**config.mk**
```make
export PLATFORM = sky130hd
export DESIGN_NAME = bounded_queue_with_signals_flat
export DESIGN_NICKNAME = d
export VERILOG_FILES = /design/src/bqs_pkg.sv /design/src/bqs_req_if.sv /design/src/bqs_rsp_if.sv /design/src/bqs_core.sv /design/src/bounded_queue_with_signals.sv /design/src/flat_wrapper.sv
export SDC_FILE = /design/constraint.sdc
export NUM_CORES = 1
export LEC_CHECK = 0
export BUFFER_PORTS_ARGS = -buffer_cell sky130_fd_sc_hd__buf_2
export CAP_MARGIN = 20
export CORE_ASPECT_RATIO = 0.75
export CORE_MARGIN = 2
export CORE_UTILIZATION = 66
export DETAILED_ROUTE_END_ITERATION = 10
export GPL_TIMING_DRIVEN = 0
export HOLD_SLACK_MARGIN = 0.06
export PLACE_DENSITY = 0.82
export SLEW_MARGIN = 0
export SYNTH_ARGS = -nofsm -noshare
export SYNTH_HDL_FRONTEND = slang
export SYNTH_HIERARCHICAL = 1
export SYNTH_SLANG_ARGS = --single-unit
```
**constraint.sdc**
```tcl
create_clock -name clk_i -period 12.19 [get_ports clk_i]
set_input_delay 2.438 -clock clk_i [delete_from_list [all_inputs] [get_ports clk_i]]
set_output_delay 2.438 -clock clk_i [all_outputs]
set_load 0.01 [all_outputs]
```
**src/bqs_pkg.sv**
```systemverilog
// Shared types and constants for the bounded queue with side signals.
// Used by the core, the top level and the testbench.
`default_nettype none

package bqs_pkg;

  localparam int DEPTH       = 16;
  localparam int DATA_WIDTH  = 32;
  localparam int COUNT_BITS  = 24;
  localparam int SIGNAL_BITS = 8;
  localparam int PTR_BITS    = $clog2(DEPTH);

  typedef logic [DATA_WIDTH-1:0]  data_t;
  typedef logic [COUNT_BITS-1:0]  cnt_t;
  typedef logic [SIGNAL_BITS-1:0] sig_t;
  typedef logic [PTR_BITS-1:0]    ptr_t;

  typedef enum logic [2:0] {
    KIND_PUSH     = 3'd0,
    KIND_POP      = 3'd1,
    KIND_SET_PROD = 3'd2,
    KIND_SET_CONS = 3'd3,
    KIND_CAS_PROD = 3'd4,
    KIND_CAS_CONS = 3'd5
  } kind_e;

  typedef enum logic [1:0] {
    ST_OK      = 2'd0,
    ST_FULL    = 2'd1,
    ST_EMPTY   = 2'd2,
    ST_REFUSED = 2'd3
  } status_e;

  typedef struct packed {
    logic [2:0]  kind;
    logic [31:0] data_in;
    logic        replace_signal;
    logic [7:0]  new_signal;
    logic [7:0]  fallback_mask;
    logic [7:0]  fallback_match;
    logic [7:0]  expected_signal;
    logic [23:0] expected_transaction;
  } req_t;

  typedef struct packed {
    logic [1:0]  status;
    logic [31:0] data_out;
    logic [23:0] info_transaction;
    logic [7:0]  info_signal;
  } rsp_t;

endpackage

`default_nettype wire

```
**src/bqs_req_if.sv**
```systemverilog
// Request channel of the bounded queue: valid/ready handshake plus operation fields.
// Standalone; field widths follow the queue's request format.
`default_nettype none

interface bqs_req_if;
  logic        valid;
  logic        ready;
  logic [2:0]  kind;
  logic [31:0] data_in;
  logic        replace_signal;
  logic [7:0]  new_signal;
  logic [7:0]  fallback_mask;
  logic [7:0]  fallback_match;
  logic [7:0]  expected_signal;
  logic [23:0] expected_transaction;

  modport source (
    output valid, kind, data_in, replace_signal, new_signal, fallback_mask,
           fallback_match, expected_signal, expected_transaction,
    input  ready
  );

  modport sink (
    input  valid, kind, data_in, replace_signal, new_signal, fallback_mask,
           fallback_match, expected_signal, expected_transaction,
    output ready
  );
endinterface

`default_nettype wire

```
**src/bqs_rsp_if.sv**
```systemverilog
// Response channel of the bounded queue: valid/ready handshake plus reply fields.
// Standalone; field widths follow the queue's response format.
`default_nettype none

interface bqs_rsp_if;
  logic        valid;
  logic        ready;
  logic [1:0]  status;
  logic [31:0] data_out;
  logic [23:0] info_transaction;
  logic [7:0]  info_signal;

  modport source (
    output valid, status, data_out, info_transaction, info_signal,
    input  ready
  );

  modport sink (
    input  valid, status, data_out, info_transaction, info_signal,
    output ready
  );
endinterface

`default_nettype wire

```
**src/bqs_core.sv**
```systemverilog
// Queue state (slot array, producer and consumer words) and the single-pass
// operation logic. Depends on bqs_pkg.
`default_nettype none

module bqs_core (
  input  wire logic          clk_i,
  input  wire logic          rst_ni,
  input  wire logic          fire_i,
  input  wire bqs_pkg::req_t req_i,
  output bqs_pkg::rsp_t      rsp_o
);

  bqs_pkg::data_t slots_q [bqs_pkg::DEPTH];

  bqs_pkg::cnt_t push_cnt_q, push_cnt_d;
  bqs_pkg::cnt_t pop_cnt_q, pop_cnt_d;
  bqs_pkg::sig_t push_sig_q, push_sig_d;
  bqs_pkg::sig_t pop_sig_q, pop_sig_d;

  bqs_pkg::cnt_t  level;
  bqs_pkg::cnt_t  side_cnt;
  bqs_pkg::sig_t  side_sig;
  bqs_pkg::sig_t  new_sig;
  bqs_pkg::sig_t  exp_sig;
  bqs_pkg::cnt_t  exp_cnt;
  bqs_pkg::data_t rd_data;
  logic           refused;
  logic           is_full;
  logic           is_empty;
  logic           wr_en;

  assign new_sig  = bqs_pkg::sig_t'(req_i.new_signal);
  assign exp_sig  = bqs_pkg::sig_t'(req_i.expected_signal);
  assign exp_cnt  = bqs_pkg::cnt_t'(req_i.expected_transaction);

  // Odd kinds work on the consumer word, even kinds on the producer word.
  assign side_cnt = req_i.kind[0] ? pop_cnt_q : push_cnt_q;
  assign side_sig = req_i.kind[0] ? pop_sig_q : push_sig_q;

  assign level    = push_cnt_q - pop_cnt_q;
  assign is_full  = ({1'b0, level} >= (bqs_pkg::COUNT_BITS + 1)'(bqs_pkg::DEPTH));
  assign is_empty = (level == '0);
  assign refused  = ((side_sig & bqs_pkg::sig_t'(req_i.fallback_mask)) ==
                     bqs_pkg::sig_t'(req_i.fallback_match));
  assign rd_data  = slots_q[bqs_pkg::ptr_t'(pop_cnt_q)];

  always_comb begin
    push_cnt_d = push_cnt_q;
    pop_cnt_d  = pop_cnt_q;
    push_sig_d = push_sig_q;
    pop_sig_d  = pop_sig_q;
    wr_en      = 1'b0;
    rsp_o      = '0;
    rsp_o.status           = bqs_pkg::ST_REFUSED;
    rsp_o.info_transaction = 24'(side_cnt);
    rsp_o.info_signal      = 8'(side_sig);
    case (bqs_pkg::kind_e'(req_i.kind))
      bqs_pkg::KIND_PUSH: begin
        if (refused) begin
          rsp_o.status = bqs_pkg::ST_REFUSED;
        end else if (is_full) begin
          rsp_o.status = bqs_pkg::ST_FULL;
        end else begin
          rsp_o.status = bqs_pkg::ST_OK;
          wr_en        = 1'b1;
          push_cnt_d   = push_cnt_q + 1'b1;
          if (req_i.replace_signal) begin
            push_sig_d = new_sig;
          end
        end
      end
      bqs_pkg::KIND_POP: begin
        if (refused) begin
          rsp_o.status = bqs_pkg::ST_REFUSED;
        end else if (is_empty) begin
          rsp_o.status = bqs_pkg::ST_EMPTY;
        end else begin
          rsp_o.status   = bqs_pkg::ST_OK;
          rsp_o.data_out = 32'(rd_data);
          pop_cnt_d      = pop_cnt_q + 1'b1;
          if (req_i.replace_signal) begin
            pop_sig_d = new_sig;
          end
        end
      end
      bqs_pkg::KIND_SET_PROD: begin
        if (push_sig_q == exp_sig) begin
          rsp_o.status = bqs_pkg::ST_OK;
          push_sig_d   = new_sig;
        end
      end
      bqs_pkg::KIND_SET_CONS: begin
        if (pop_sig_q == exp_sig) begin
          rsp_o.status = bqs_pkg::ST_OK;
          pop_sig_d    = new_sig;
        end
      end
      bqs_pkg::KIND_CAS_PROD: begin
        if (push_sig_q == exp_sig && push_cnt_q == exp_cnt) begin
          rsp_o.status = bqs_pkg::ST_OK;
          push_sig_d   = new_sig;
        end
      end
      bqs_pkg::KIND_CAS_CONS: begin
        if (pop_sig_q == exp_sig && pop_cnt_q == exp_cnt) begin
          rsp_o.status = bqs_pkg::ST_OK;
          pop_sig_d    = new_sig;
        end
      end
      default: begin
        // Undefined kinds change nothing and report zero info.
        rsp_o.status           = bqs_pkg::ST_REFUSED;
        rsp_o.info_transaction = '0;
        rsp_o.info_signal      = '0;
      end
    endcase
  end

  always_ff @(posedge clk_i or negedge rst_ni) begin
    if (!rst_ni) begin
      push_cnt_q <= '0;
      pop_cnt_q  <= '0;
      push_sig_q <= '0;
      pop_sig_q  <= '0;
    end else if (fire_i) begin
      push_cnt_q <= push_cnt_d;
      pop_cnt_q  <= pop_cnt_d;
      push_sig_q <= push_sig_d;
      pop_sig_q  <= pop_sig_d;
    end
  end

  always_ff @(posedge clk_i) begin
    if (fire_i && wr_en) begin
      slots_q[bqs_pkg::ptr_t'(push_cnt_q)] <= bqs_pkg::data_t'(req_i.data_in);
    end
  end

  a_level_bound: assert property (@(posedge clk_i) disable iff (!rst_ni)
    ({1'b0, push_cnt_q - pop_cnt_q} <= (bqs_pkg::COUNT_BITS + 1)'(bqs_pkg::DEPTH)))
    else $error("queue fill level exceeds its depth");

  a_push_advance: assert property (@(posedge clk_i) disable iff (!rst_ni)
    (fire_i && wr_en) |=> (push_cnt_q == $past(push_cnt_q) + 1'b1))
    else $error("successful push did not advance the producer counter");

  a_refused_quiet: assert property (@(posedge clk_i) disable iff (!rst_ni)
    (fire_i && rsp_o.status == bqs_pkg::ST_REFUSED) |=>
      ($stable(push_cnt_q) && $stable(pop_cnt_q) &&
       $stable(push_sig_q) && $stable(pop_sig_q)))
    else $error("refused or mismatched request changed queue state");

endmodule

`default_nettype wire

```
**src/bounded_queue_with_signals.sv**
```systemverilog
// An accepted request is held in the request register until it fires; its reply then goes to the response register.
// Throughput: one request per cycle while replies are taken; the request side stalls only when both registers are full.
// The response register holds a finished reply while the next request is taken.
// Reset clears both counters and both signals and empties the pipeline registers;
// slot contents stay undefined until written.
`default_nettype none

module bounded_queue_with_signals (
  input  wire logic  clk_i,
  input  wire logic  rst_ni,
  bqs_req_if.sink    req_i,
  bqs_rsp_if.source  rsp_o
);

  logic          in_vld_q, in_vld_d;
  logic          out_vld_q, out_vld_d;
  bqs_pkg::req_t req_q;
  bqs_pkg::rsp_t rsp_q;
  bqs_pkg::rsp_t core_rsp;
  logic          fire;
  logic          accepted;

  // The held request executes when the response register is free or draining.
  assign fire        = in_vld_q && (!out_vld_q || rsp_o.ready);
  assign req_i.ready = !in_vld_q || fire;
  assign accepted    = req_i.valid && req_i.ready;

  assign in_vld_d  = accepted ? 1'b1 : (fire ? 1'b0 : in_vld_q);
  assign out_vld_d = fire ? 1'b1 : (rsp_o.ready ? 1'b0 : out_vld_q);

  always_ff @(posedge clk_i or negedge rst_ni) begin
    if (!rst_ni) begin
      in_vld_q  <= 1'b0;
      out_vld_q <= 1'b0;
    end else begin
      in_vld_q  <= in_vld_d;
      out_vld_q <= out_vld_d;
    end
  end

  always_ff @(posedge clk_i) begin
    if (accepted) begin
      req_q.kind                 <= req_i.kind;
      req_q.data_in              <= req_i.data_in;
      req_q.replace_signal       <= req_i.replace_signal;
      req_q.new_signal           <= req_i.new_signal;
      req_q.fallback_mask        <= req_i.fallback_mask;
      req_q.fallback_match       <= req_i.fallback_match;
      req_q.expected_signal      <= req_i.expected_signal;
      req_q.expected_transaction <= req_i.expected_transaction;
    end
    if (fire) begin
      rsp_q <= core_rsp;
    end
  end

  bqs_core u_core (
    .clk_i  (clk_i),
    .rst_ni (rst_ni),
    .fire_i (fire),
    .req_i  (req_q),
    .rsp_o  (core_rsp)
  );

  assign rsp_o.valid            = out_vld_q;
  assign rsp_o.status           = rsp_q.status;
  assign rsp_o.data_out         = rsp_q.data_out;
  assign rsp_o.info_transaction = rsp_q.info_transaction;
  assign rsp_o.info_signal      = rsp_q.info_signal;

  a_resp_has_source: assert property (@(posedge clk_i) disable iff (!rst_ni)
    $rose(out_vld_q) |-> $past(in_vld_q))
    else $error("response appeared without a held request");

  a_stall_holds_request: assert property (@(posedge clk_i) disable iff (!rst_ni)
    (in_vld_q && !fire) |=> (in_vld_q && $stable(req_q)))
    else $error("stalled request was lost or changed");

  a_backpressure_cause: assert property (@(posedge clk_i) disable iff (!rst_ni)
    !req_i.ready |-> (in_vld_q && out_vld_q && !rsp_o.ready))
    else $error("request side stalled without a full pipeline");

endmodule

`default_nettype wire

```
**src/flat_wrapper.sv**
```systemverilog
// flat-port wrapper written by rule: the top's interface ports become plain ports
module bounded_queue_with_signals_flat 
  (clk_i, rst_ni, req_i_valid, req_i_kind, req_i_data_in, req_i_replace_signal, req_i_new_signal, req_i_fallback_mask, req_i_fallback_match, req_i_expected_signal, req_i_expected_transaction, req_i_ready, rsp_o_valid, rsp_o_status, rsp_o_data_out, rsp_o_info_transaction, rsp_o_info_signal, rsp_o_ready);
  bqs_req_if req_i_i ();
  bqs_rsp_if rsp_o_i ();
  input  wire logic clk_i;
  input  wire logic rst_ni;
  input wire logic [$bits(req_i_i.valid)-1:0] req_i_valid;
  input wire logic [$bits(req_i_i.kind)-1:0] req_i_kind;
  input wire logic [$bits(req_i_i.data_in)-1:0] req_i_data_in;
  input wire logic [$bits(req_i_i.replace_signal)-1:0] req_i_replace_signal;
  input wire logic [$bits(req_i_i.new_signal)-1:0] req_i_new_signal;
  input wire logic [$bits(req_i_i.fallback_mask)-1:0] req_i_fallback_mask;
  input wire logic [$bits(req_i_i.fallback_match)-1:0] req_i_fallback_match;
  input wire logic [$bits(req_i_i.expected_signal)-1:0] req_i_expected_signal;
  input wire logic [$bits(req_i_i.expected_transaction)-1:0] req_i_expected_transaction;
  output wire logic [$bits(req_i_i.ready)-1:0] req_i_ready;
  output wire logic [$bits(rsp_o_i.valid)-1:0] rsp_o_valid;
  output wire logic [$bits(rsp_o_i.status)-1:0] rsp_o_status;
  output wire logic [$bits(rsp_o_i.data_out)-1:0] rsp_o_data_out;
  output wire logic [$bits(rsp_o_i.info_transaction)-1:0] rsp_o_info_transaction;
  output wire logic [$bits(rsp_o_i.info_signal)-1:0] rsp_o_info_signal;
  input wire logic [$bits(rsp_o_i.ready)-1:0] rsp_o_ready;
  assign req_i_i.valid = req_i_valid;
  assign req_i_i.kind = req_i_kind;
  assign req_i_i.data_in = req_i_data_in;
  assign req_i_i.replace_signal = req_i_replace_signal;
  assign req_i_i.new_signal = req_i_new_signal;
  assign req_i_i.fallback_mask = req_i_fallback_mask;
  assign req_i_i.fallback_match = req_i_fallback_match;
  assign req_i_i.expected_signal = req_i_expected_signal;
  assign req_i_i.expected_transaction = req_i_expected_transaction;
  assign req_i_ready = req_i_i.ready;
  assign rsp_o_valid = rsp_o_i.valid;
  assign rsp_o_status = rsp_o_i.status;
  assign rsp_o_data_out = rsp_o_i.data_out;
  assign rsp_o_info_transaction = rsp_o_i.info_transaction;
  assign rsp_o_info_signal = rsp_o_i.info_signal;
  assign rsp_o_i.ready = rsp_o_ready;
  bounded_queue_with_signals u_core (.clk_i(clk_i), .rst_ni(rst_ni), .req_i(req_i_i), .rsp_o(rsp_o_i));
endmodule
```
* Word level (Yosys, flattened, before mapping) *
Memory sizes are Yosys's and may differ from the RTL's. A register that Yosys moved wholly into a read port is not among the register bits.
Cells that the tools add are included.

storage, ports and cells
  bits in registers = 192
  memory bits (writable) = 512
  input bits = 96
  output and inout bits = 68
  logic and storage cells = 99
  memories = 1

memories
  name                   words  bits a word  read ports  clocked after memory_dff  write ports  line            source
  u_core.u_core.slots_q  16     32           1           1                         1            bqs_core.sv:13  bqs_pkg::data_t slots_q [bqs_pkg::DEPTH];

operators by class
  add/sub/neg operators = 3
  $lt $le $gt $ge = 1
  eq/ne operators = 20
  mux-type cells = 31
  bitwise logic cells = 5
  reduce and logical (&&, ||, !) cells = 21

operators with widths
  operator                                               count
  2-to-1 mux 8 bit                                       10
  adder 24 x 1 -> 24 bit, second input constant          2
  == test 24 bit                                         2
  one-hot mux 8 bit (3 select lines)                     2
  == test 8 bit                                          3
  >= comparator 24 x 5 -> 1 bit, second input constant   1
  logical NOT 24 bit                                     1
  2-to-1 mux 24 bit                                      1
  subtractor 24 bit                                      1
  inequality test 2 bit, second input constant           8
  2-to-1 mux 2 bit                                       7
  AND reduction 7 bit                                    2
  one-hot mux 2 bit (6 select lines)                     1
  2-to-1 mux 1 bit                                       10
  AND 8 bit                                              1
  AND reduction 4 bit                                    2
  == test 3 x 2 -> 1 bit, second input constant          2
  == test 3 bit, second input constant                   2
  nonzero test 3 bit                                     2
  OR reduction 6 bit                                     1
  logical AND 1 bit                                      5
  inequality test 2 x 1 -> 1 bit, second input constant  2
  NOT 1 bit                                              4
  nonzero test 2 bit                                     2
  5 further kinds                                        7

* Longest topological paths before layout *
  depth after elaboration = 8
  gate-level depth with buffers = 17

* By module *
The synthesis kept the hierarchy.

by module, submodules not included
  module                      instances  cells each  area an instance (sq um)
  bqs_core                    1          1,494       25,568.3
  bounded_queue_with_signals  1          166         4,848.4

* Least setup slack after synthesis *
OpenSTA, ideal clock, no wires.

  kind = input to register
  start point = input port rsp_o_ready
  end point = memory u_core/u_core/slots_q[3][0] in the netlist's numbering (enable)
  data arrival time = 7.023 ns
  required time = 11.729 ns
  slack = 4.706 ns
  stages on the path = 7
  cells stage by stage = nand2b_1 and2_1 nand3_1 inv_1 and4_1 nand2_1 nor3_1

on the way
  longest elaborated chain between the ends = 5

ends and longest elaborated chain
  element                                 line                              source
  start, declared                         flat_wrapper.sv:23                input wire logic [$bits(rsp_o_i.ready)-1:0] rsp_o_ready;
  logical OR 1 bit                        bounded_queue_with_signals.sv:24  assign fire = in_vld_q && (!out_vld_q || rsp_o.ready);
  logical AND 1 bit                       bounded_queue_with_signals.sv:24
  net u_core.fire                         bounded_queue_with_signals.sv:20  logic fire;
  logical AND 1 bit                       bqs_core.sv:134                   if (fire_i && wr_en) begin
  2-to-1 mux 1 bit                        bqs_core.sv:134
  2-to-1 mux 1 bit (not written as such)  bqs_core.sv:135                   slots_q[bqs_pkg::ptr_t'(push_cnt_q)] <= bqs_pkg::data_t'(req_i.data_in);
  end, declared                           bqs_core.sv:13

The timed path passes the listed nets, and every way through them passes these cells.

* Worst setup path in the final report *
  start point = register u_core.u_core.pop_cnt_q[1]
  end point = memory u_core/u_core/slots_q[12][19] in the netlist's numbering (enable)

on the way
  longest elaborated chain between the ends = 8

ends and longest elaborated chain
  element                                 line             source
  start, declared                         bqs_core.sv:16   bqs_pkg::cnt_t pop_cnt_q, pop_cnt_d;
  start signal, assigned                  bqs_core.sv:127  pop_cnt_q <= pop_cnt_d;
  subtractor 24 bit                       bqs_core.sv:40   assign level = push_cnt_q - pop_cnt_q;
  >= comparator 24 x 5 -> 1 bit           bqs_core.sv:41   assign is_full = ({1'b0, level} >= (bqs_pkg::COUNT_BITS + 1)'(bqs_pkg::DEPTH));
  2-to-1 mux 1 bit                        bqs_core.sv:61   end else if (is_full) begin
  2-to-1 mux 1 bit                        bqs_core.sv:59   if (refused) begin
  2-to-1 mux 1 bit                        bqs_core.sv:57   case (bqs_pkg::kind_e'(req_i.kind))
  logical AND 1 bit                       bqs_core.sv:134
  2-to-1 mux 1 bit                        bqs_core.sv:134
  2-to-1 mux 1 bit (not written as such)  bqs_core.sv:135

Every way passes these cells.

==> impl_metrics.env <==
export IMPL_status="finished, final reports clean"
export IMPL_numPlacedInstances=2441
export IMPL_clock_sinks=736
export IMPL_timing_rr_start="u_core/u_core/pop_cnt_q[1]"
export IMPL_routed_via_density=6.95
export IMPL_netlist_area_um2=30400
export IMPL_regArea_um2=21800
export IMPL_finalWorstSetupSlack_ns=5.38
export IMPL_syn_area_per_cell_um2=18.3
export IMPL_fp_coreArea_um2=45800
export IMPL_rsz0062_at_grt="no"
export IMPL_synth_seq_cells=736
export IMPL_cts_buffers=68
export IMPL_die_area_um2=47800
export IMPL_cp_arrival_ns=7.12
export IMPL_stdcell_count=2583
export IMPL_synth_seq_area_share=0.716
export IMPL_rows=68
export IMPL_peakVddDrop_mv=0.178
export IMPL_setup_viol_count_final=0
export IMPL_critPathRequiredTime_ns=12.50
export IMPL_layout_common_cells="edfxtp_1, buf_2, mux4_2, clkbuf_16, clkbuf_1"
export IMPL_clk_latency_ns=0.63
export IMPL_fmax_mhz=147
export IMPL_multiInputGateArea_um2=8230
export IMPL_hold_viol=0
export IMPL_nets=2052
export IMPL_worst_setup_path_end_kind="flip-flop"
export IMPL_ant_nets=0
export IMPL_place_hpwl_mm=49.7
export IMPL_cts_resized=0
export IMPL_die_y_um=190
export IMPL_finalPower_mw=6.49
export IMPL_layout_commonest_cell="edfxtp_1"
export IMPL_clockBufferDepth=3
export IMPL_start_kind="flip-flop"
export IMPL_power_density_nw_per_um2=186
export IMPL_drv_cap=0
export IMPL_via_count=17941
export IMPL_path_class="flip-flop to flip-flop"
export IMPL_die_width_um=252
export IMPL_grtUsageTotal=0.352
export IMPL_worstRegToRegCells=17
export IMPL_cts_root_buffer="clkbuf_16"
export IMPL_grt_pass1_vias=17942
export IMPL_syn_nets=1784
export IMPL_grt_max_degree=67
export IMPL_postCtsSetupRepairBufs=0
export IMPL_postPlaceCellArea_um2=32500
export IMPL_clk_pin_slew_worst_paths_ns=0.06
export IMPL_worstPathMaxFanout=19
export IMPL_max_slew_worst_pin_slew_ns=1.17
export IMPL_period_minus_slack_ns=6.81
export IMPL_grt_pass1_wl_mm=119
export IMPL_p_leak_nw=12.3
export IMPL_skew_ns=0.0257
export IMPL_pin_count=164
export IMPL_pre_cts_ws_ns=5.61
export IMPL_firstDrtPassIters=6
export IMPL_finalInstanceArea_um2=34900
export IMPL_min_from="u_core/req_q[52]"
export IMPL_syn_inst=1660
export IMPL_maxSlewHeadroom=0.222
export IMPL_start_util=0.664
export IMPL_cts_tree="built"
export IMPL_setup_tns_ns=0
export IMPL_reg2reg_setup_slack_ns=5.38
export IMPL_routed_wl_mm=82.6
export IMPL_synth_main_ff_cell="edfxtp_1"
export IMPL_slew_violations=0
export IMPL_drive_gt1_frac=0.264
export IMPL_gp_congestion=0.928
export IMPL_r2r_end="u_core/u_core/slots_q[12][19]"
export IMPL_synth_cell_types=67
export IMPL_io_buffers=163
export IMPL_hold_class="flip-flop to flip-flop"
export IMPL_drt_drc_violations_left=0
export IMPL_ys_warn_count=6
export IMPL_synth_edf_count=670
export IMPL_holdPathEnd="u_core/u_core/pop_sig_q[4]"
export IMPL_wire_per_inst_um=32.0
export IMPL_drtIter0Drc=2450
export IMPL_hold_depth=1
export IMPL_antenna_found_initial=3
export IMPL_ctsHoldBuffers=0
export IMPL_fin_crit_sh=0.559
export IMPL_grt_ovfl_total=0
export IMPL_area_delta_synth_final_pct=14.9
export IMPL_htree_levels=3
export IMPL_fill_cells=2451
export IMPL_ys_async_sr_fraction=0.0897
sequential cells by signal (all words and copies together), names as in the netlist:
signal,flops
u_core/rsp_o.valid,1
u_core/rsp_o.data_out,32
u_core/u_core/pop_sig_q,8
u_core/u_core/push_sig_q,8
u_core/rsp_o.info_transaction,24
u_core/u_core/slots_q,512
u_core/u_core/pop_cnt_q,24
u_core/rsp_o.info_signal,8
u_core/in_vld_q,1
u_core/req_q,92
u_core/u_core/push_cnt_q,24
u_core/rsp_o.status,2
metal layers:
| layer | track usage | part of all wire | vias to the layer above |
|---|---|---|---|
| met5 | 0 | 0 | - |
| met4 | 0.116 | 0.034 | 0 |
| met3 | 0.0913 | 0.12 | 232 |
| met2 | 0.546 | 0.48 | 1433 |
| met1 | 0.498 | 0.37 | 9115 |
| li1 | - | - | 7161 |
cells by family (layout without fill, tap and decap cells):
group | Yosys count | count (layout) | synth area share
compound gates | 102 | 102 | 0.0246
xor+xnor | 128 | 128 | 0.0369
fa+ha+maj | 28 | 28 | 0.0115
buf+inv | 120 | 441 | 0.0153
flops | 736 | 736 | 0.716
mux | 210 | 210 | 0.136
other cells | 0 | 7 | 0
simple gates | 336 | 336 | 0.0600
where the power goes:
part	total [mW]	internal [mW]	switching, mW
Clock	2.19	1.25	0.939
Combinational	1.39	0.693	0.697
Sequential	2.91	2.84	0.0691
Total	6.49	4.78	1.70
critical path, stage by stage (launching register included):
cell       delay [ns]
dfrtp_1          0.34
clkbuf_1         0.38
clkbuf_1         0.54
clkbuf_1         0.65
inv_1            0.10
ha_1             0.32
nor2b_2          0.25
o211ai_1         0.20
a2111oi_0        0.85
nor3_1           0.23
a22oi_1          0.25
o2111a_1         0.26
and4_1           0.21
clkbuf_1         0.22
and4_1           0.37
nand3_1          0.36
nor2_4           0.63
buf_12           0.29
metrics by stage:
stage	hold WS, ns	utilization
final	0.533	0.763
after detailed placement	0.499	0.709
after floorplan	0.476	-
after CTS	0.517	0.759
after global placement	0.478	0.699
after global routing	0.538	0.763
how the worst max path moves through the flow:
stage	startpoint	end	slack [ns]	cells past startpoint
3_5_place_dp	u_core/u_core/pop_cnt_q[1]	u_core/u_core/slots_q[12][19]	5.61	17
3_3_place_gp	rsp_o_ready	u_core/u_core/slots_q[3][14]	0.11	8
6_report	u_core/u_core/pop_cnt_q[1]	u_core/u_core/slots_q[12][19]	5.38	17
2_1_floorplan	rsp_o_ready	u_core/u_core/slots_q[3][0]	4.71	7
5_1_grt	u_core/u_core/pop_cnt_q[1]	u_core/u_core/slots_q[12][26]	5.06	17
4_1_cts	u_core/u_core/pop_cnt_q[1]	u_core/u_core/slots_q[12][23]	5.59	17
Yosys cell counts (18+ instances only):
cell type	n	area [um2]
a21oi_1	24	120
and3_1	60	375
buf_1	18	67.6
clkbuf_1	55	206
dfrtp_1	66	1650
edfxtp_1	670	20100
ha_1	28	350
inv_1	39	146
mux2_2	25	282
mux2i_1	25	250
mux4_2	160	3600
nand2_1	60	225
nand3_1	22	110
nand4_1	31	194
nor2_1	64	240
nor4_1	32	200
xnor2_1	61	534
xor2_1	67	587
area by class of cell:
| class | instances | area share |
|---|---|---|
| Antenna cell | 7 | 0.000501 |
| Buffer | 80 | 0.00902 |
| Clock buffer | 87 | 0.0541 |
| Clock inverter | 36 | 0.0109 |
| Inverter | 40 | 0.00430 |
| Multi-Input combinational cell | 804 | 0.236 |
| Sequential cell | 736 | 0.623 |
| Tap cell | 595 | 0.0213 |
| Timing Repair Buffer | 198 | 0.0412 |
No activity file was read; power rests on OpenSTA's default activity.
